--- src/design/blr_pkg.sv ---
// ----------------------------------------------------------------------------
// blr_pkg: shared types and codes of the line rasterizer
// action codes, color width and the control structs that pass between stages
// ----------------------------------------------------------------------------
package blr_pkg;

    localparam int COLOR_BITS = 16;

    // action field codes
    localparam logic ACT_LOAD = 1'b0;
    localparam logic ACT_STEP = 1'b1;

    // control of the word held in the input register
    typedef struct packed {
        logic valid;
        logic action;
    } in_ctrl_t;

    // status of the walker toward the result register
    typedef struct packed {
        logic valid;   // a pixel comes out of this word
        logic last;    // pixel is the line's end point
        logic active;  // a line is in progress
    } walk_stat_t;

endpackage

--- src/design/blr_in_stage.sv ---
// ----------------------------------------------------------------------------
// blr_in_stage: input register of the line rasterizer
// captures one word from the input channel, holds it while the walker stalls
// ----------------------------------------------------------------------------
module blr_in_stage #(
    parameter int COORD_BITS = 12
) (
    input  logic                         clk,
    input  logic                         rst_n,
    input  logic                         in_valid,
    output logic                         in_ready,
    input  logic                         action,
    input  logic signed [COORD_BITS-1:0] x_start,
    input  logic signed [COORD_BITS-1:0] y_start,
    input  logic signed [COORD_BITS-1:0] x_end,
    input  logic signed [COORD_BITS-1:0] y_end,
    input  logic                         advance,
    output blr_pkg::in_ctrl_t            s1_ctrl,
    output logic signed [COORD_BITS-1:0] s1_x_start,
    output logic signed [COORD_BITS-1:0] s1_y_start,
    output logic signed [COORD_BITS-1:0] s1_x_end,
    output logic signed [COORD_BITS-1:0] s1_y_end
);

    logic                         valid_reg;
    logic                         valid_next;
    logic                         action_reg;
    logic signed [COORD_BITS-1:0] xs_reg;
    logic signed [COORD_BITS-1:0] ys_reg;
    logic signed [COORD_BITS-1:0] xe_reg;
    logic signed [COORD_BITS-1:0] ye_reg;
    logic                         take;

    // free when empty or when the held word moves on this cycle
    assign in_ready = !valid_reg || advance;
    assign take     = in_valid && in_ready;

    always_comb
    begin
        valid_next = valid_reg;
        if (in_ready)
        begin
            valid_next = in_valid;
        end
    end

    always_ff @(posedge clk or negedge rst_n)
    begin
        if (!rst_n)
        begin
            valid_reg <= 1'b0;
        end
        else
        begin
            valid_reg <= valid_next;
        end
    end

    always_ff @(posedge clk)
    begin
        if (take)
        begin
            action_reg <= action;
            xs_reg     <= x_start;
            ys_reg     <= y_start;
            xe_reg     <= x_end;
            ye_reg     <= y_end;
        end
    end

    assign s1_ctrl.valid  = valid_reg;
    assign s1_ctrl.action = action_reg;
    assign s1_x_start     = xs_reg;
    assign s1_y_start     = ys_reg;
    assign s1_x_end       = xe_reg;
    assign s1_y_end       = ye_reg;

endmodule

--- src/design/blr_walk.sv ---
// ----------------------------------------------------------------------------
// blr_walk: line setup and Bresenham walker
// holds the line state, sets it up on load, emits and advances on step
// ----------------------------------------------------------------------------
module blr_walk #(
    parameter int COORD_BITS = 12
) (
    input  logic                         clk,
    input  logic                         rst_n,
    input  blr_pkg::in_ctrl_t            s1_ctrl,
    input  logic signed [COORD_BITS-1:0] s1_x_start,
    input  logic signed [COORD_BITS-1:0] s1_y_start,
    input  logic signed [COORD_BITS-1:0] s1_x_end,
    input  logic signed [COORD_BITS-1:0] s1_y_end,
    input  logic                         advance,
    output blr_pkg::walk_stat_t          stat,
    output logic signed [COORD_BITS-1:0] res_x,
    output logic signed [COORD_BITS-1:0] res_y
);

    localparam int DB = COORD_BITS + 1;  // coordinate difference
    localparam int EB = COORD_BITS + 2;  // error term
    localparam int TB = COORD_BITS + 3;  // doubled error and compares

    logic signed [COORD_BITS-1:0] cur_x_reg, cur_x_next;
    logic signed [COORD_BITS-1:0] cur_y_reg, cur_y_next;
    logic signed [COORD_BITS-1:0] tgt_x_reg, tgt_x_next;
    logic signed [COORD_BITS-1:0] tgt_y_reg, tgt_y_next;
    logic        [COORD_BITS-1:0] span_x_reg, span_x_next;
    logic        [COORD_BITS-1:0] span_y_reg, span_y_next;
    logic                         neg_x_reg, neg_x_next;
    logic                         neg_y_reg, neg_y_next;
    logic signed [EB-1:0]         err_reg, err_next;
    logic                         active_reg, active_next;

    logic                         fire;
    logic signed [COORD_BITS-1:0] ax, ay, bx, by;
    logic signed [DB-1:0]         dx, dy;
    logic        [DB-1:0]         adx, ady;
    logic                         done;
    logic signed [TB-1:0]         e2;
    logic signed [TB-1:0]         sx_t, sy_t;
    logic signed [TB-1:0]         err_sum;
    logic                         move_x, move_y;

    assign fire = s1_ctrl.valid && advance;

    // load: order the endpoints of a horizontal or vertical line so pixels ascend
    always_comb
    begin
        ax = s1_x_start;
        ay = s1_y_start;
        bx = s1_x_end;
        by = s1_y_end;
        if (s1_y_start == s1_y_end)
        begin
            if (s1_x_start > s1_x_end)
            begin
                ax = s1_x_end;
                bx = s1_x_start;
            end
        end
        else if (s1_x_start == s1_x_end)
        begin
            if (s1_y_start > s1_y_end)
            begin
                ay = s1_y_end;
                by = s1_y_start;
            end
        end
    end

    assign dx  = DB'(bx) - DB'(ax);
    assign dy  = DB'(by) - DB'(ay);
    assign adx = dx[DB-1] ? DB'(-dx) : DB'(dx);
    assign ady = dy[DB-1] ? DB'(-dy) : DB'(dy);

    // step: error update
    assign done    = (cur_x_reg == tgt_x_reg) && (cur_y_reg == tgt_y_reg);
    assign e2      = TB'(err_reg) <<< 1;
    assign sx_t    = $signed(TB'(span_x_reg));
    assign sy_t    = $signed(TB'(span_y_reg));
    assign move_x  = e2 > -sy_t;
    assign move_y  = e2 < sx_t;
    assign err_sum = TB'(err_reg) - (move_x ? sy_t : TB'(0)) + (move_y ? sx_t : TB'(0));

    always_comb
    begin
        cur_x_next  = cur_x_reg;
        cur_y_next  = cur_y_reg;
        tgt_x_next  = tgt_x_reg;
        tgt_y_next  = tgt_y_reg;
        span_x_next = span_x_reg;
        span_y_next = span_y_reg;
        neg_x_next  = neg_x_reg;
        neg_y_next  = neg_y_reg;
        err_next    = err_reg;
        active_next = active_reg;
        if (fire)
        begin
            if (s1_ctrl.action == blr_pkg::ACT_LOAD)
            begin
                cur_x_next  = ax;
                cur_y_next  = ay;
                tgt_x_next  = bx;
                tgt_y_next  = by;
                span_x_next = adx[COORD_BITS-1:0];
                span_y_next = ady[COORD_BITS-1:0];
                neg_x_next  = !(ax < bx);
                neg_y_next  = !(ay < by);
                err_next    = EB'(adx) - EB'(ady);
                active_next = 1'b1;
            end
            else if (active_reg)
            begin
                if (done)
                begin
                    active_next = 1'b0;
                end
                else
                begin
                    err_next = err_sum[EB-1:0];
                    if (move_x)
                    begin
                        cur_x_next = neg_x_reg ? cur_x_reg - 1'b1 : cur_x_reg + 1'b1;
                    end
                    if (move_y)
                    begin
                        cur_y_next = neg_y_reg ? cur_y_reg - 1'b1 : cur_y_reg + 1'b1;
                    end
                end
            end
        end
    end

    always_ff @(posedge clk or negedge rst_n)
    begin
        if (!rst_n)
        begin
            cur_x_reg  <= '0;
            cur_y_reg  <= '0;
            tgt_x_reg  <= '0;
            tgt_y_reg  <= '0;
            span_x_reg <= '0;
            span_y_reg <= '0;
            neg_x_reg  <= 1'b0;
            neg_y_reg  <= 1'b0;
            err_reg    <= '0;
            active_reg <= 1'b0;
        end
        else
        begin
            cur_x_reg  <= cur_x_next;
            cur_y_reg  <= cur_y_next;
            tgt_x_reg  <= tgt_x_next;
            tgt_y_reg  <= tgt_y_next;
            span_x_reg <= span_x_next;
            span_y_reg <= span_y_next;
            neg_x_reg  <= neg_x_next;
            neg_y_reg  <= neg_y_next;
            err_reg    <= err_next;
            active_reg <= active_next;
        end
    end

    assign stat.valid  = s1_ctrl.valid && (s1_ctrl.action == blr_pkg::ACT_STEP) && active_reg;
    assign stat.last   = done;
    assign stat.active = active_reg;
    assign res_x       = cur_x_reg;
    assign res_y       = cur_y_reg;

endmodule

--- src/design/bresenham_line_raster.sv ---
// ----------------------------------------------------------------------------
// bresenham_line_raster: integer line rasterizer, one pixel per step word
// load sets up a line between two endpoints, each step emits the next pixel
// ----------------------------------------------------------------------------
//
//  channel   signals                                   direction   width
//  -------   ---------------------------------------   ---------   -------------
//  input     in_valid/in_ready, action, x/y start/end   in          1 + 4*COORD
//  output    out_valid/out_ready, pixel_x/y, color,     out         2*COORD + 17
//            last_pixel
//  config    cfg_we, cfg_wdata (draw_color)            in          16
//
//  one word per clock while the output is not stalled; a word is held in the input
//  register and its pixel is then registered in the result register
//  the combinational error add and compare in the walker sets this rate
//  reset clears the line state to idle and draw_color to zero
//  a stalled output holds the result register and the input register together;
//  the input accepts again as soon as the result is taken
//
module bresenham_line_raster #(
    parameter int COORD_BITS = 12
) (
    input  logic                                clk,
    input  logic                                rst_n,
    // configuration
    input  logic                                cfg_we,
    input  logic [blr_pkg::COLOR_BITS-1:0]      cfg_wdata,
    // input words
    input  logic                                in_valid,
    output logic                                in_ready,
    input  logic                                action,
    input  logic signed [COORD_BITS-1:0]        x_start,
    input  logic signed [COORD_BITS-1:0]        y_start,
    input  logic signed [COORD_BITS-1:0]        x_end,
    input  logic signed [COORD_BITS-1:0]        y_end,
    // pixel words
    output logic                                out_valid,
    input  logic                                out_ready,
    output logic signed [COORD_BITS-1:0]        pixel_x,
    output logic signed [COORD_BITS-1:0]        pixel_y,
    output logic [blr_pkg::COLOR_BITS-1:0]      pixel_color,
    output logic                                last_pixel
);

    // draw color register
    logic [blr_pkg::COLOR_BITS-1:0] color_reg;

    // input register outputs
    blr_pkg::in_ctrl_t              s1_ctrl;
    logic signed [COORD_BITS-1:0]   s1_x_start;
    logic signed [COORD_BITS-1:0]   s1_y_start;
    logic signed [COORD_BITS-1:0]   s1_x_end;
    logic signed [COORD_BITS-1:0]   s1_y_end;

    // walker results
    blr_pkg::walk_stat_t            stat;
    logic signed [COORD_BITS-1:0]   res_x;
    logic signed [COORD_BITS-1:0]   res_y;

    // result register
    logic                           out_valid_reg;
    logic                           out_valid_next;
    logic signed [COORD_BITS-1:0]   px_reg;
    logic signed [COORD_BITS-1:0]   py_reg;
    logic [blr_pkg::COLOR_BITS-1:0] pc_reg;
    logic                           last_reg;

    // the held word moves when the result register is empty or being drained
    logic                           advance;

    assign advance = !out_valid_reg || out_ready;

    always_ff @(posedge clk or negedge rst_n)
    begin
        if (!rst_n)
        begin
            color_reg <= '0;
        end
        else if (cfg_we)
        begin
            color_reg <= cfg_wdata;
        end
    end

    blr_in_stage #(
        .COORD_BITS (COORD_BITS)
    ) u_in_stage (
        .clk        (clk),
        .rst_n      (rst_n),
        .in_valid   (in_valid),
        .in_ready   (in_ready),
        .action     (action),
        .x_start    (x_start),
        .y_start    (y_start),
        .x_end      (x_end),
        .y_end      (y_end),
        .advance    (advance),
        .s1_ctrl    (s1_ctrl),
        .s1_x_start (s1_x_start),
        .s1_y_start (s1_y_start),
        .s1_x_end   (s1_x_end),
        .s1_y_end   (s1_y_end)
    );

    blr_walk #(
        .COORD_BITS (COORD_BITS)
    ) u_walk (
        .clk        (clk),
        .rst_n      (rst_n),
        .s1_ctrl    (s1_ctrl),
        .s1_x_start (s1_x_start),
        .s1_y_start (s1_y_start),
        .s1_x_end   (s1_x_end),
        .s1_y_end   (s1_y_end),
        .advance    (advance),
        .stat       (stat),
        .res_x      (res_x),
        .res_y      (res_y)
    );

    // loads and idle steps leave the result register empty
    always_comb
    begin
        out_valid_next = out_valid_reg;
        if (advance)
        begin
            out_valid_next = stat.valid;
        end
    end

    always_ff @(posedge clk or negedge rst_n)
    begin
        if (!rst_n)
        begin
            out_valid_reg <= 1'b0;
        end
        else
        begin
            out_valid_reg <= out_valid_next;
        end
    end

    // color is sampled at the step, as the pixel leaves the walker
    always_ff @(posedge clk)
    begin
        if (advance && stat.valid)
        begin
            px_reg   <= res_x;
            py_reg   <= res_y;
            pc_reg   <= color_reg;
            last_reg <= stat.last;
        end
    end

    assign out_valid   = out_valid_reg;
    assign pixel_x     = px_reg;
    assign pixel_y     = py_reg;
    assign pixel_color = pc_reg;
    assign last_pixel  = last_reg;

    // a processed load always starts a line
    a_load_starts: assert property (@(posedge clk) disable iff (!rst_n)
        (s1_ctrl.valid && advance && s1_ctrl.action == blr_pkg::ACT_LOAD)
        |=> stat.active)
        else $error("load did not start a line");

    // the end point pixel closes the line
    a_last_ends: assert property (@(posedge clk) disable iff (!rst_n)
        (advance && stat.valid && stat.last) |=> !stat.active)
        else $error("line still active after end point");

    // a pixel comes only from a step word on an active line
    a_pixel_src: assert property (@(posedge clk) disable iff (!rst_n)
        stat.valid |-> (s1_ctrl.valid && stat.active
                        && s1_ctrl.action == blr_pkg::ACT_STEP))
        else $error("pixel without an active step");

    // a stalled result register blocks the input register from advancing
    a_stall_hold: assert property (@(posedge clk) disable iff (!rst_n)
        (out_valid && !out_ready && s1_ctrl.valid) |=> s1_ctrl.valid)
        else $error("held word lost during output stall");

endmodule
--- config.mk ---
export PLATFORM = sky130hd
export DESIGN_NAME = bresenham_line_raster
export DESIGN_NICKNAME = d
export VERILOG_FILES = /design/src/design/blr_pkg.sv /design/src/design/blr_in_stage.sv /design/src/design/blr_walk.sv /design/src/design/bresenham_line_raster.sv
export SDC_FILE = /design/constraint.sdc
export NUM_CORES = 1
export LEC_CHECK = 0
export BUFFER_PORTS_ARGS = -buffer_cell sky130_fd_sc_hd__buf_2
export CORE_AREA = 2 2 214 216
export DETAILED_ROUTE_END_ITERATION = 8
export DIE_AREA = 0 0 216 218
export GPL_ROUTABILITY_DRIVEN = 0
export GPL_TIMING_DRIVEN = 0
export SETUP_SLACK_MARGIN = 0.2
export SYNTH_ARGS = -nofsm -noshare
export SYNTH_HDL_FRONTEND = slang
export SYNTH_SLANG_ARGS = --single-unit
--- constraint.sdc ---
create_clock -name clk -period 9.8 [get_ports clk]
set_input_delay 0.49 -clock clk [delete_from_list [all_inputs] [get_ports clk]]
set_output_delay 0.49 -clock clk [all_outputs]
set_load 0.01 [all_outputs]
Yosys cells after proc, flatten, opt, wreduce, memory -nomap -nowiden:

Index checks and enable logic that the tools add are counted.
W data, S select, Z words.

* bitwise operators: 1
* $lt $le $gt $ge: 6
* reduce and logical (&&, ||, !) cells: 16
* mux-type cells: 30
* equality and inequality tests: 8
* $add $sub $neg: 12

Operators by type and width (number)
* $mux W12: 22
* $eq A12 B12 Y1: 4
* $mux W14: 3
* $mux W13: 2
* $neg A13 Y13: 2
* $sub A12 B12 Y13: 2
* $add A12 B1 Y12 const B: 2
* $gt A12 B12 Y1: 2
* $lt A12 B12 Y1: 2
* $sub A12 B1 Y12 const B: 2
* $gt A15 B15 Y1: 1
* $lt A15 B13 Y1: 1
* $neg A12 Y15: 1
* $add A14 B14 Y14: 1
* $sub A13 B13 Y14: 1
* $sub A14 B13 Y14: 1
* $reduce_and A4 Y1: 2
* $logic_and A1 B1 Y1: 6
* $ne A2 B1 Y1 const B: 3
* $logic_not A1 Y1: 4
* $mux W1: 3
* $reduce_and A3 Y1: 1
* $logic_or A1 B1 Y1: 2
* $ne A2 B2 Y1 const B: 1
* 2 further kinds: 2

* output and inout bits: 43
* input bits: 70
* word-level logic and storage cells: 95
* flip-flop bits (word level): 197

Depth between registers and ports, before layout:

Gate-level depths: netlist of the first run.

* depth after elaboration: 9
* gate-level depth with buffers: 39

Hierarchy:

Synthesis of the first run repeated with hierarchy kept, for this count alone.

* cell total of the unflattened synthesis: 1492
* area total of the unflattened synthesis: 13863.3 µm²

By module, submodules not included
* blr_walk: cells an instance 1358, instances 1, seq. area each 2227.1 µm², area an instance 10398.7 µm²
* bresenham_line_raster: cells an instance 79, instances 1, seq. area each 1656.6 µm², area an instance 1924.3 µm²
* blr_in_stage: cells an instance 55, instances 1, seq. area each 1496.4 µm², area an instance 1540.2 µm²

Least setup slack after synthesis of the first run:

No wires, ideal clock.

* path type: register -> register
* start point: register u_in_stage.ys_reg[5], in the netlist u_in_stage.s1_y_start[5]
* end point: register u_walk.err_reg[12]
* cell stages (with the launch flop): 38
* setup time: 0.104 ns
* buffers on the path: 3
* required time: 9.696 ns
* data arrival time: 7.545 ns
* slack: 2.152 ns
* clock period less this slack: 7.648 ns
* path through: edfxtp_1 > ha_1 > a21oi_1 > o21ai_1 > a211oi_2 > a21oi_1 > nor2_2 > clkbuf_1 > buf_1 > nand2_1 > o21ai_0 > ha_1 > inv_1 > ha_1 > o31a_1 > o221ai_1 > a21boi_0 > o41ai_1 > [... 2 more ...] > nor2_1 > xnor2_1 > ha_1 > nand2_1 > nand2_1 > a21oi_1 > o21ai_0 > a21oi_1 > o21bai_1 > a21oi_1 > nor2b_1 > or2_2 > and4_1 > a211o_1 > o311ai_1 > o211ai_2 > xnor2_1 > a221oi_1

* word-level cells in the longest chain between the ends: 9
* elaborated cells on any way between the ends: 18
* those cells by class: add/sub (5); order compare (1); eq/ne (1); mux (11)

RTL lines
* start: declaration: line blr_in_stage.sv:29 `logic signed [COORD_BITS-1:0] ys_reg;`
* start signal: assignment: line blr_in_stage.sv:65 `ys_reg <= y_start;`
* $gt A12 B12 Y1: line blr_walk.sv:65 `if (s1_y_start > s1_y_end)`
* $mux W12: line blr_walk.sv:65
* $mux W12: line blr_walk.sv:63 `else if (s1_x_start == s1_x_end)`
* $mux W12: line blr_walk.sv:55 `if (s1_y_start == s1_y_end)`
* $sub A12 B12 Y13: line blr_walk.sv:74 `assign dy = DB'(by) - DB'(ay);`
* $neg A13 Y13: line blr_walk.sv:76 `assign ady = dy[DB-1] ? DB'(-dy) : DB'(dy);`
* $mux W13: line blr_walk.sv:76
* $sub A13 B13 Y14 *: line blr_walk.sv:111 `err_next = EB'(adx) - EB'(ady);`
* $mux W14 *: line blr_walk.sv:101 `if (s1_ctrl.action == blr_pkg::ACT_LOAD)`
* end signal: assignment: line blr_walk.sv:161 `err_reg <= err_next;`
* end: declaration: line blr_walk.sv:33 `logic signed [EB-1:0] err_reg, err_next;`

Every way passes the cells marked *; elsewhere a longest branch is shown, timed or not.
A chain may end at the register's enable or synchronous reset.

Worst setup path in the final report of the first run:

* start point: register u_in_stage.xe_reg[11], in the netlist u_in_stage.s1_x_end[11]
* end point: register u_walk.err_reg[12]

* word-level cells in the longest chain between the ends: 8
* elaborated cells on any way between the ends: 18
* those cells by class: add/sub (5); order compare (1); eq/ne (1); mux (11)

RTL lines
* start: declaration: line blr_in_stage.sv:30 `logic signed [COORD_BITS-1:0] xe_reg;`
* start signal: assignment: line blr_in_stage.sv:66 `xe_reg <= x_end;`
* $gt A12 B12 Y1 / $eq A12 B12 Y1 (equally long branches): line blr_walk.sv:57, blr_walk.sv:63
* $mux W12, on equally long branches: line blr_walk.sv:57, blr_walk.sv:63
* $mux W12: line blr_walk.sv:55
* $sub A12 B12 Y13, on equally long branches: line blr_walk.sv:73, blr_walk.sv:74
* $neg A13 Y13, on equally long branches: line blr_walk.sv:75, blr_walk.sv:76
* $mux W13, on equally long branches: line blr_walk.sv:75, blr_walk.sv:76
* $sub A13 B13 Y14 *: line blr_walk.sv:111
* $mux W14 *: line blr_walk.sv:101

Marks and branches as above.

==> summary.md, run 1 <==
| Metric | Value |
|---|---|
| Status | finished clean |
| Critical Path Source Type | flip-flop |
| Final Max Slew Viols | 0 |
| N_diodes | 0 |
| Clock power frac | 16.7% |
| Largest net degree at the start of global routing | 69 |
| DRT Wirelength | 40.6 mm |
| HP Start | action |
| Initial core utilization | 30.7% |
| Peak supply drop | about 0.00016 V |
| Most frequent cells after synthesis | 156 x nand2_1, 130 x inv_1, 110 x nor2_1 |
| DRC | 0 |
| Post-synth ARST share | around 54% |
| Worst-margin pin slew | 0.916 ns |
| IO Pins | 113 |
| Util after Layout | 35.3% |
| Iteration-0 DRC Markers | between 900 and 1000 |
| Sw Pwr | ~0.0021 W |
| RSZ-0062 raised after global routing | no |
| EDFF count, synth | 90 |
| Initial antenna violation count | 0 |
| H-tree Lvls | 4 |
| Layout cells sized above 1 | 15.7% |
| Vias in the first global route | 11400 |
| Syn_nets | 1653 |
| Synth Cell Area | 13800 um2 |
| Synth Flop Type | dfrtp_1 |
| Final hold vios | 0 |
| Overflow after GRT | 0 |
| LEAKAGE | between 6 and 7 nW |
| CP required | just over 10 ns |
| Worst skew pair latency | about 0.47 ns |
| Worst-path fanout max | 10 |
| Clock sink count | 197 |
| Top cells by area in the synthesized netlist | edfxtp_1 20%, dfrtp_1 19%, ha_1 9.2% |
| Cell count after synthesis | 1467 |
| Area share of the largest cell type after synthesis | 19.6% |
| R2R Path End | u_walk.err_reg[12] |
| Max-cap violations | 0 |
| Reg2reg path depth | 39 |
| DP Area | 15200 um2 |
| Post-Layout Cell Count | 2216 |
| CTS Buffer Depth | 2 |
| Via density | between 5 and 6 |
| Logic pwr share | 55.2% |
| First-pass GRT wire length | 63.2 mm |
| Fillers | 4610 |
| Reg2reg setup slack | around 0.9 ns |
| HPWL after DPL | 31.6 mm |
| Die Y-Extent | ~220 um |
| Die Wd | ~220 um |
| Power per cell area | just under 300 nW/um2 |
| Pre-antenna DRT Iters | 5 |
| Root buf cell | clkbuf_16 |
| Crit path largest cell delay | 0.50 ns |
| Worst rel slew slack | 38.5% |
| WS Path Type | reg -> reg |
| DR vias | approximately 12000 |
| Min Tclk post-route | 8.92 ns |
| Yosys cell types | 100 |
| Internal power consumption | around 0.0026 W |
| Register bit count reported by yosys | 197 |
| WL per Instance | 18.3 um |
| Post-synth top area cell | edfxtp_1 |
| Hold endpoint | u_in_stage.action_reg |
| PortBufs | between 100 and 150 |
| Sequential power share | 28.1% |
| Worst reg2reg startpoint | u_in_stage.s1_x_end[11] |
| Post-Layout Inst Area | between 15000 and 20000 um2 |
| Most common cell in the netlist | nand2_1 |
| Inserted Clock Buffers | 17 |
| Total Power | 0.00462 W |
| CTS tree | built |
| Syn_area_per_cell | ~9.4 um2 |
| Tot GR Track Use | 17.3% |
| Final setup vio count | 0 |
| Nets@finish | 1789 |
| Sequential share of the synthesized area | 39.1% |
| Critical path's slowest cell | edfxtp_1 |
| FP Rows | 78 |
| CP endpoint kind | flip-flop |
| Setup Skew | 0.0153 ns |
| Worst-path clk slew | 0.09 ns |
| WHS Path Cells | 1 |
| Setup_tns | 0 ns |
| Fmax | 112 MHz |
| Hold WC Path Type | in -> reg |
| ANT nets after route | 0 |
| Placed cells | 2181 |
| Switching part of the total power | 44.6% |
| Period utilization | ~90% |
| Core ar. | approximately 45000 um2 |
| Syn. warnings | 0 |
| Area grow syn2layout | 15.2% |
| Crit path DAT | around 9.3 ns |
| Die Area | between 40000 and 50000 um2 |
[layer usage]
layer / track usage (%) / routed length [um] / vias to the layer above
li1: - / - / 5502
met1: 21.6 / 17700 / 5588
met2: 29.9 / 19800 / 343
met3: 2.01 / 1610 / 81
met4: 7.85 / 1520 / 0
met5: 0 / 0 / -
[cell type report]
type / count / area [um2] / share of cell area (%)
buffer: 52 / 273 / 1.72
sequential: 197 / 5380 / 33.9
clock inverter: 15 / 225 / 1.42
multi-input combinational: 1088 / 7660 / 48.3
tap: 600 / 751 / 4.73
clock buffer: 17 / 425 / 2.68
inverter: 130 / 488 / 3.08
timing repair buffer: 117 / 654 / 4.13
[timing repair]
action                                  in CTS  in global routing
hold endpoints to repair                    39                  0
buffers inserted                             0                  2
gates resized for setup                      2                  5
pin swaps                                    0                  2
endpoints found under the setup margin       3                  5
hold buffers                                 1                  0
[stage by stage]
stage	setup slack (ns)	hold WS (ns)
finish	0.879	0.190
CTS	0.280	0.166
global placement	-0.0332	0.423
detailed placement	0.0124	0.432
global route	0.240	0.170
floorplan	2.15	0.194
[cell usage in the layout, fill, tap and decap left out, types with 15 or more instances in the layout]
cell       instances
nand2_1          156
inv_1            130
buf_2            115
nor2_1           109
dfrtp_1          107
ha_1             101
a21oi_1           99
edfxtp_1          90
o21ai_0           89
xnor2_1           65
xor2_1            39
mux2_2            39
clkbuf_1          35
a31oi_1           32
nand3_1           23
o21a_1            20
o21bai_1          20
nor3_1            18
nor2b_1           17
clkbuf_16         17
and2_1            16
fa_1              15
[worst max-delay path, delay by kind of cell (launching register included)]
family | cells | cell delay [ns]
AOI/OAI and AO/OA | 15 | 3.42
adders and majority gates | 4 | 1.33
buffers and inverters | 7 | 1.20
DFF | 1 | 0.50
xor gates and xnor gates | 2 | 0.42
and+or+nand+nor | 11 | 1.94
[logic make-up after synthesis]
| group | after synthesis | synth area share (%) |
|---|---|---|
| XOR/XNOR | 105 | 6.74 |
| AND/OR/NAND/NOR | 445 | 15.7 |
| flip-flops | 197 | 39.1 |
| buffers and inverters | 182 | 5.51 |
| multiplexers | 45 | 3.63 |
| AO/OA/AOI/OAI | 376 | 17.9 |
| adder cells (fa/ha/maj) | 117 | 11.4 |
[worst max-delay path by stage]
stage                              from                 end
4_1_cts         u_in_stage.s1_x_end[11]  u_walk.err_reg[12]
2_1_floorplan  u_in_stage.s1_y_start[5]  u_walk.err_reg[12]
5_1_grt         u_in_stage.s1_x_end[11]  u_walk.err_reg[12]
3_5_place_dp    u_in_stage.s1_x_end[11]  u_walk.err_reg[12]
3_3_place_gp    u_in_stage.s1_x_end[11]  u_walk.err_reg[12]
6_report        u_in_stage.s1_x_end[11]  u_walk.err_reg[12]
[power by group through the flow]
stage               logic, W  registers (W)  clock network (W)
floorplan            0.00194        0.00123                  0
detailed placement   0.00250        0.00131                  0
CTS                  0.00254        0.00129           0.000792
finish               0.00255        0.00130           0.000772
global placement     0.00244        0.00131                  0
global route         0.00286        0.00132           0.000821
Note: power is estimated with default switching activity, not from simulation.
==> inputs of run 2 (changes only) <==
Settings changed: GPL_TIMING_DRIVEN 0 to 1, PLACE_DENSITY from default to 0.58, REMOVE_ABC_BUFFERS from default to 1.
==> run 2 against run 1 <==
  * Critical path depth fell by 4
  * Die area unchanged
  * First-iteration DRC count down 14%
  * Clock skew barely moved
  * Hold slack lost 0.17 ns
  * Critical path type unchanged
  * Global-route usage down 0.96 points
  * Highest routed layer unchanged
  * Via count fell by 4.2%
==> summary.md, run 2 (synthesized netlist as in run 1, its figures left out) <==
| Metric | Value |
|---|---|
| Root buf cell | clkbuf_16 |
| ANT nets after route | 0 (unchanged) |
| PortBufs | 112 (+0.90%) |
| Final hold vios | 0 (unchanged) |
| Area grow syn2layout | 12.8% |
| FP Rows | 78 (unchanged) |
| Fillers | 4619 (+0.20%) |
| H-tree Lvls | 4 (unchanged) |
| Worst skew pair latency | 0.47 ns (about the same) |
| Worst-path fanout max | 24 (+14) |
| CP required | 10.18 ns (about the same) |
| Util after Layout | 34.6% (-0.74 points) |
| RSZ-0062 raised after global routing | no |
| Fmax | 122 MHz (+9.1%) |
| Clock sink count | 197 (unchanged) |
| Most frequent cells in the layout | 156 x nand2_1, 130 x inv_1, 111 x buf_2 |
| Initial antenna violation count | 0 (unchanged) |
| DRC | 0 (unchanged) |
| Post-Layout Cell Count | 2174 (-1.9%) |
| Inserted Clock Buffers | 17 (unchanged) |
| Peak supply drop | 0.000117 V (-26%) |
| Most common cell after layout, fill and taps aside | nand2_1 |
| Final setup vio count | 0 (unchanged) |
| WL per Instance | 17.4 um (-5.0%) |
| Setup Skew | 0.0154 ns (+0.0000273 ns) |
| N_diodes | 0 (unchanged) |
| Setup_tns | 0 ns (unchanged) |
| Crit path largest cell delay | 0.58 ns (+0.08 ns) |
| Via density | 5.07 (-2.4%) |
| Nets@finish | 1747 (-2.3%) |
| Largest net degree at the start of global routing | 77 (+12%) |
| First-pass GRT wire length | 59.9 mm (-5.3%) |
| Status | finished clean |
| Die Y-Extent | 218 um (unchanged) |
| Final Max Slew Viols | 0 (unchanged) |
| LEAKAGE | 6.59 nW (-2.1%) |
| IO Pins | 113 (unchanged) |
| Worst rel slew slack | 38.6% (+0.088 points) |
| Critical Path Source Type | flip-flop |
| Min Tclk post-route | 8.17 ns (-0.747 ns) |
| WS Path Type | reg -> reg |
| DRT Wirelength | 37.8 mm (-6.8%) |
| Die Wd | 216 um (unchanged) |
| Hold-fix buffers at CTS | 0 (-1) |
| Tot GR Track Use | 16.3% (-0.96 points) |
| Resized cells post-CTS | 0 (-2) |
| # Post-CTS Setup Buffers | 0 (unchanged) |
| Period utilization | 83.4% (-7.6 points) |
| Overflow after GRT | 0 (unchanged) |
| Hold WC Path Type | in -> async |
| Die Area | 47100 um2 (unchanged) |
| Initial core utilization | 30.7% (unchanged) |
| Vias in the first global route | 10700 (-6.1%) |
| HPWL after DPL | 29.0 mm (-8.2%) |
| Placed cells | 2142 (-1.8%) |
| CTS tree | built |
| CP endpoint kind | flip-flop |
| Power per cell area | 292 nW/um2 (+0.21%) |
| Pre-antenna DRT Iters | 5 (unchanged) |
| Worst-margin pin slew | 0.921 ns (+0.00526 ns) |
| Core ar. | 44900 um2 (unchanged) |
| Total Power | 0.00453 W (-1.9%) |
| CTS Buffer Depth | 2 (unchanged) |
| Crit path DAT | 8.55 ns (-0.75 ns) |
| Critical path's slowest cell | ha_1 |
| Max-cap violations | 0 (unchanged) |
| DR vias | 11000 (-4.2%) |
| Layout cells sized above 1 | 15.8% (+0.10 points) |
| Iteration-0 DRC Markers | 799 (-14%) |
| Worst-path clk slew | 0.08 ns (about the same) |
## run 2: per-stage QoR
stage | instance area, um2 | worst slack, ns | hold slack [ns]
4_1_cts | 15500 | 1.71 | 0.0156
2_1_floorplan | 13500 | 1.42 | 0.194
3_3_place_gp | 14900 | 2.00 | 0.422
3_5_place_dp | 14900 | 1.74 | 0.431
6_report | 15500 | 1.63 | 0.0206
5_1_grt | 15500 | 0.887 | 0.0507
## run 2: path summary, 6_finish.rpt
kind	startpoint	endpoint	slack [ns]	cells after the start
max	u_in_stage.s1_y_start[3]	u_walk.err_reg[12]	1.63	35
min reg2reg	color_reg[12]	pixel_color[12]	0.45	0
max reg2reg	u_in_stage.s1_y_start[3]	u_walk.err_reg[12]	1.63	35
min in group clk	x_end[6]	u_in_stage.s1_x_end[6]	0.19	1
max in group asynchronous	rst_n	u_walk.tgt_y_reg[4]	8.42	2
min	rst_n	color_reg[10]	0.02	1
## run 2: per-layer routing
metal	track usage [%]	vias to the layer above	share of wire, %
met2	26.7	257	47
met4	5.59	0	2.5
met1	22.1	5346	47
met5	0	-	0
li1	-	5381	-
met3	2.30	41	4.0
## run 2: where the power goes
group	switching [W]	leakage [nW]	internal (W)
registers	0.000221	2.11	0.00107
logic	0.00141	4.20	0.00111
clock network	0.000351	0.283	0.000366
## run 2: critical path, delay by kind of cell, from the launching register on
| family | cells | cell delay [ns] |
|---|---|---|
| XOR/XNOR | 2 | 0.30 |
| AO/OA/AOI/OAI | 16 | 4.00 |
| adder cells (fa/ha/maj) | 4 | 1.36 |
| flip-flops | 1 | 0.44 |
| buffers and inverters | 4 | 0.62 |
| AND/OR/NAND/NOR | 9 | 1.35 |
## run 2: cell type report
| cell class | instances | area (um2) | area share [%] |
|---|---|---|---|
| multi-input cells | 1088 | 7650 | 49.3 |
| flip-flops and latches | 197 | 5380 | 34.7 |
| well taps | 600 | 751 | 4.84 |
| repair buffers | 127 | 676 | 4.35 |
| inverters | 130 | 488 | 3.14 |
| clock buffers | 19 | 443 | 2.85 |
| clock inverters | 13 | 135 | 0.870 |
==> inputs of run 3 (changes only) <==
Settings changed: PLACE_DENSITY 0.58 to 0.59.
Clock period 9.8 ns to 7.2 ns, I/O delays scaled along.
==> run 3 against run 2 <==
  * Sequential share of layout area down 1.8 points
  * Wire length up 2.1%
  * Critical path type unchanged
  * Largest cell class unchanged
  * Die area unchanged
  * Power up 41%
==> summary.md, run 3 (synthesized netlist as in run 1, its figures left out) <==
| Metric | Value |
|---|---|
| Worst reg2reg startpoint | u_in_stage.s1_x_end[5] |
| Hold-fix buffers at CTS | 0 (unchanged) |
| H-tree Lvls | 4 (unchanged) |
| Pre-antenna DRT Iters | 6 (+1) |
| Via density | 5.05 (-0.49%) |
| Final setup vio count | 0 (unchanged) |
| Initial antenna violation count | 0 (unchanged) |
| Crit path DAT | 7.02 ns (-1.53 ns) |
| Critical Path Source Type | flip-flop |
| Layout cells sized above 1 | 21.9% (+6.1 points) |
| DRC | 0 (unchanged) |
| Status | finished clean |
| Setup WS pre-CTS | -0.0827 ns (-1.82 ns) |
| Reg2reg path depth | 31 (-11%) |
| FF+latch area | 5380 um2 (about the same) |
| Most frequent CP cell | a21oi_2 |
| Final hold vios | 0 (unchanged) |
| Largest net degree at the start of global routing | 77 (unchanged) |
| Overflow after GRT | 0 (unchanged) |
| Most common cell after layout, fill and taps aside | nand2_1 |
| CP required | 7.57 ns (-2.61 ns) |
| CP endpoint kind | flip-flop |
| Fillers | 4603 (-0.35%) |
| Hold WC Path Type | in -> async |
| First-pass GRT wire length | 60.9 mm (+1.7%) |
| Die Y-Extent | 218 um (unchanged) |
| Core ar. | 44900 um2 (unchanged) |
| Internal power consumption | 0.00366 W (+44%) |
| Tot GR Track Use | 16.5% (+0.23 points) |
| Worst setup startpoint | u_in_stage.s1_x_end[5] |
| Die Wd | 216 um (unchanged) |
| Power per cell area | 389 nW/um2 (+33%) |
| LEAKAGE | 7.00 nW (+6.3%) |
| Clock sink count | 197 (unchanged) |
| Most frequent cells in the layout | 154 x nand2_1, 129 x inv_1, 111 x buf_2 |
| Worst hold slack | 0.0395 ns (+0.0189 ns) |
| Worst rel slew slack | 37.7% (-0.85 points) |
| RSZ-0062 raised after global routing | yes |
| R2R Path End | u_walk.err_reg[12] |
| Nets@finish | 1826 (+4.5%) |
| Clock power frac | 16.4% (+0.6 points) |
| Period utilization | 92.4% (+8.9 points) |
| Root buf cell | clkbuf_16 |
| DRT Wirelength | 38.6 mm (+2.1%) |
| Critical path endpoint | u_walk.err_reg[12] |
| Min Tclk post-route | 6.65 ns (-1.52 ns) |
| Max-cap violations | 0 (unchanged) |
| Logic pwr share | 56.0% (+0.4 points) |
| WL per Instance | 17.2 um (-1.5%) |
| Util after Layout | 36.5% (+1.9 points) |
| DR vias | 11400 (+3.1%) |
| CTS tree | built |
| Critical path's slowest cell | fa_1 |
| HPWL after DPL | 29.7 mm (+2.2%) |
| Iteration-0 DRC Markers | 691 (-14%) |
| IO Pins | 113 (unchanged) |
| Peak supply drop | 0.000173 V (+48%) |
| Worst-path clk slew | 0.08 ns (about the same) |
| Area of the multi-input gates | 7880 um2 (+3.0%) |
| Worst-path fanout max | 10 (-58%) |
| CTS Buffer Depth | 2 (unchanged) |
| Worst-margin pin slew | 0.934 ns (+0.0128 ns) |
| WS Path Type | reg -> reg |
| Vias in the first global route | 11100 (+3.8%) |
| Setup WS post-layout | 0.551 ns (-1.08 ns) |
| Fmax | 150 MHz (+23%) |
| ANT nets after route | 0 (unchanged) |
| Worst skew pair latency | 0.48 ns (about the same) |
| Switching part of the total power | 42.7% (-1.1 points) |
| FP Rows | 78 (unchanged) |
| Sw Pwr | 0.00272 W (+37%) |
| Inserted Clock Buffers | 17 (unchanged) |
| PortBufs | 112 (unchanged) |
| Area grow syn2layout | 19.1% |
| Reg2reg setup slack | 0.55 ns (-1.08 ns) |
| Initial core utilization | 30.7% (unchanged) |
| Sequential power share | 27.6% (-1.0 points) |
| Die Area | 47100 um2 (unchanged) |
| Final Max Slew Viols | 0 (unchanged) |
| Crit path largest cell delay | 0.46 ns (-0.12 ns) |
| Setup Skew | 0.0240 ns (+0.00858 ns) |
| N_diodes | 0 (unchanged) |
==> run 3: power by group through the flow <==
stage / logic, W / clock network [W] / registers [W]
after floorplan: 0.00261 / 0 / 0.00168
after global placement: 0.00337 / 0 / 0.00177
after detailed placement: 0.00346 / 0 / 0.00178
after CTS: 0.00351 / 0.00108 / 0.00176
after global routing: 0.00404 / 0.00112 / 0.00180
final: 0.00358 / 0.00105 / 0.00176
==> run 3: repair_timing <==
action | 4_1_cts | 5_1_grt
pin swaps | 5 | 21
setup buffers | 5 | 16
setup endpoints to repair | 2 | 5
resized for setup | 13 | 34
==> run 3: how the worst min path moves through the flow <==
stage / to / cells past startpoint / start
global placement: pixel_color[2] / 0 / color_reg[2]
finish: color_reg[8] / 1 / rst_n
floorplan: color_reg[0] / 0 / rst_n
CTS: u_in_stage.s1_x_end[6] / 1 / x_end[6]
global route: u_in_stage.s1_x_end[6] / 1 / x_end[6]
detailed placement: pixel_color[14] / 0 / color_reg[14]
==> run 3: final cells by class <==
class                           count  share of cell area [%]
Sequential cell                   197                    32.8
Clock inverter                     13                    1.01
Clock buffer                       19                    2.83
Multi-Input combinational cell   1088                    48.0
Inverter                          130                    2.98
Tap cell                          600                    4.58
Timing Repair Buffer              206                    7.74
==> run 3: through the flow <==
stage                     std cells  cell area [um2]  total power, W  setup TNS [ns]
final                          2253            16400         0.00638               0
after global routing           2253            16400         0.00695               0
after CTS                      2237            16100         0.00635               0
after detailed placement       2200            15400         0.00524         -0.0827
after global placement         2200            15400         0.00515               0
after floorplan                1415            13500         0.00430           -3.51
==> run 3: critical path: cells and delay by family (launching register included) <==
family | cells | cell delay [ns]
mux | 1 | 0.35
simple gates | 8 | 1.22
buf+inv | 2 | 0.26
flops | 1 | 0.37
xor+xnor | 1 | 0.14
compound gates | 16 | 3.23
fa+ha+maj | 3 | 0.95
==> run 3: layer usage <==
metal | routed length [um] | global-route usage [%]
met1 | 18200 | 22.2
met2 | 18100 | 27.1
met3 | 1300 | 2.37
met4 | 1090 | 5.91
met5 | 0 | 0
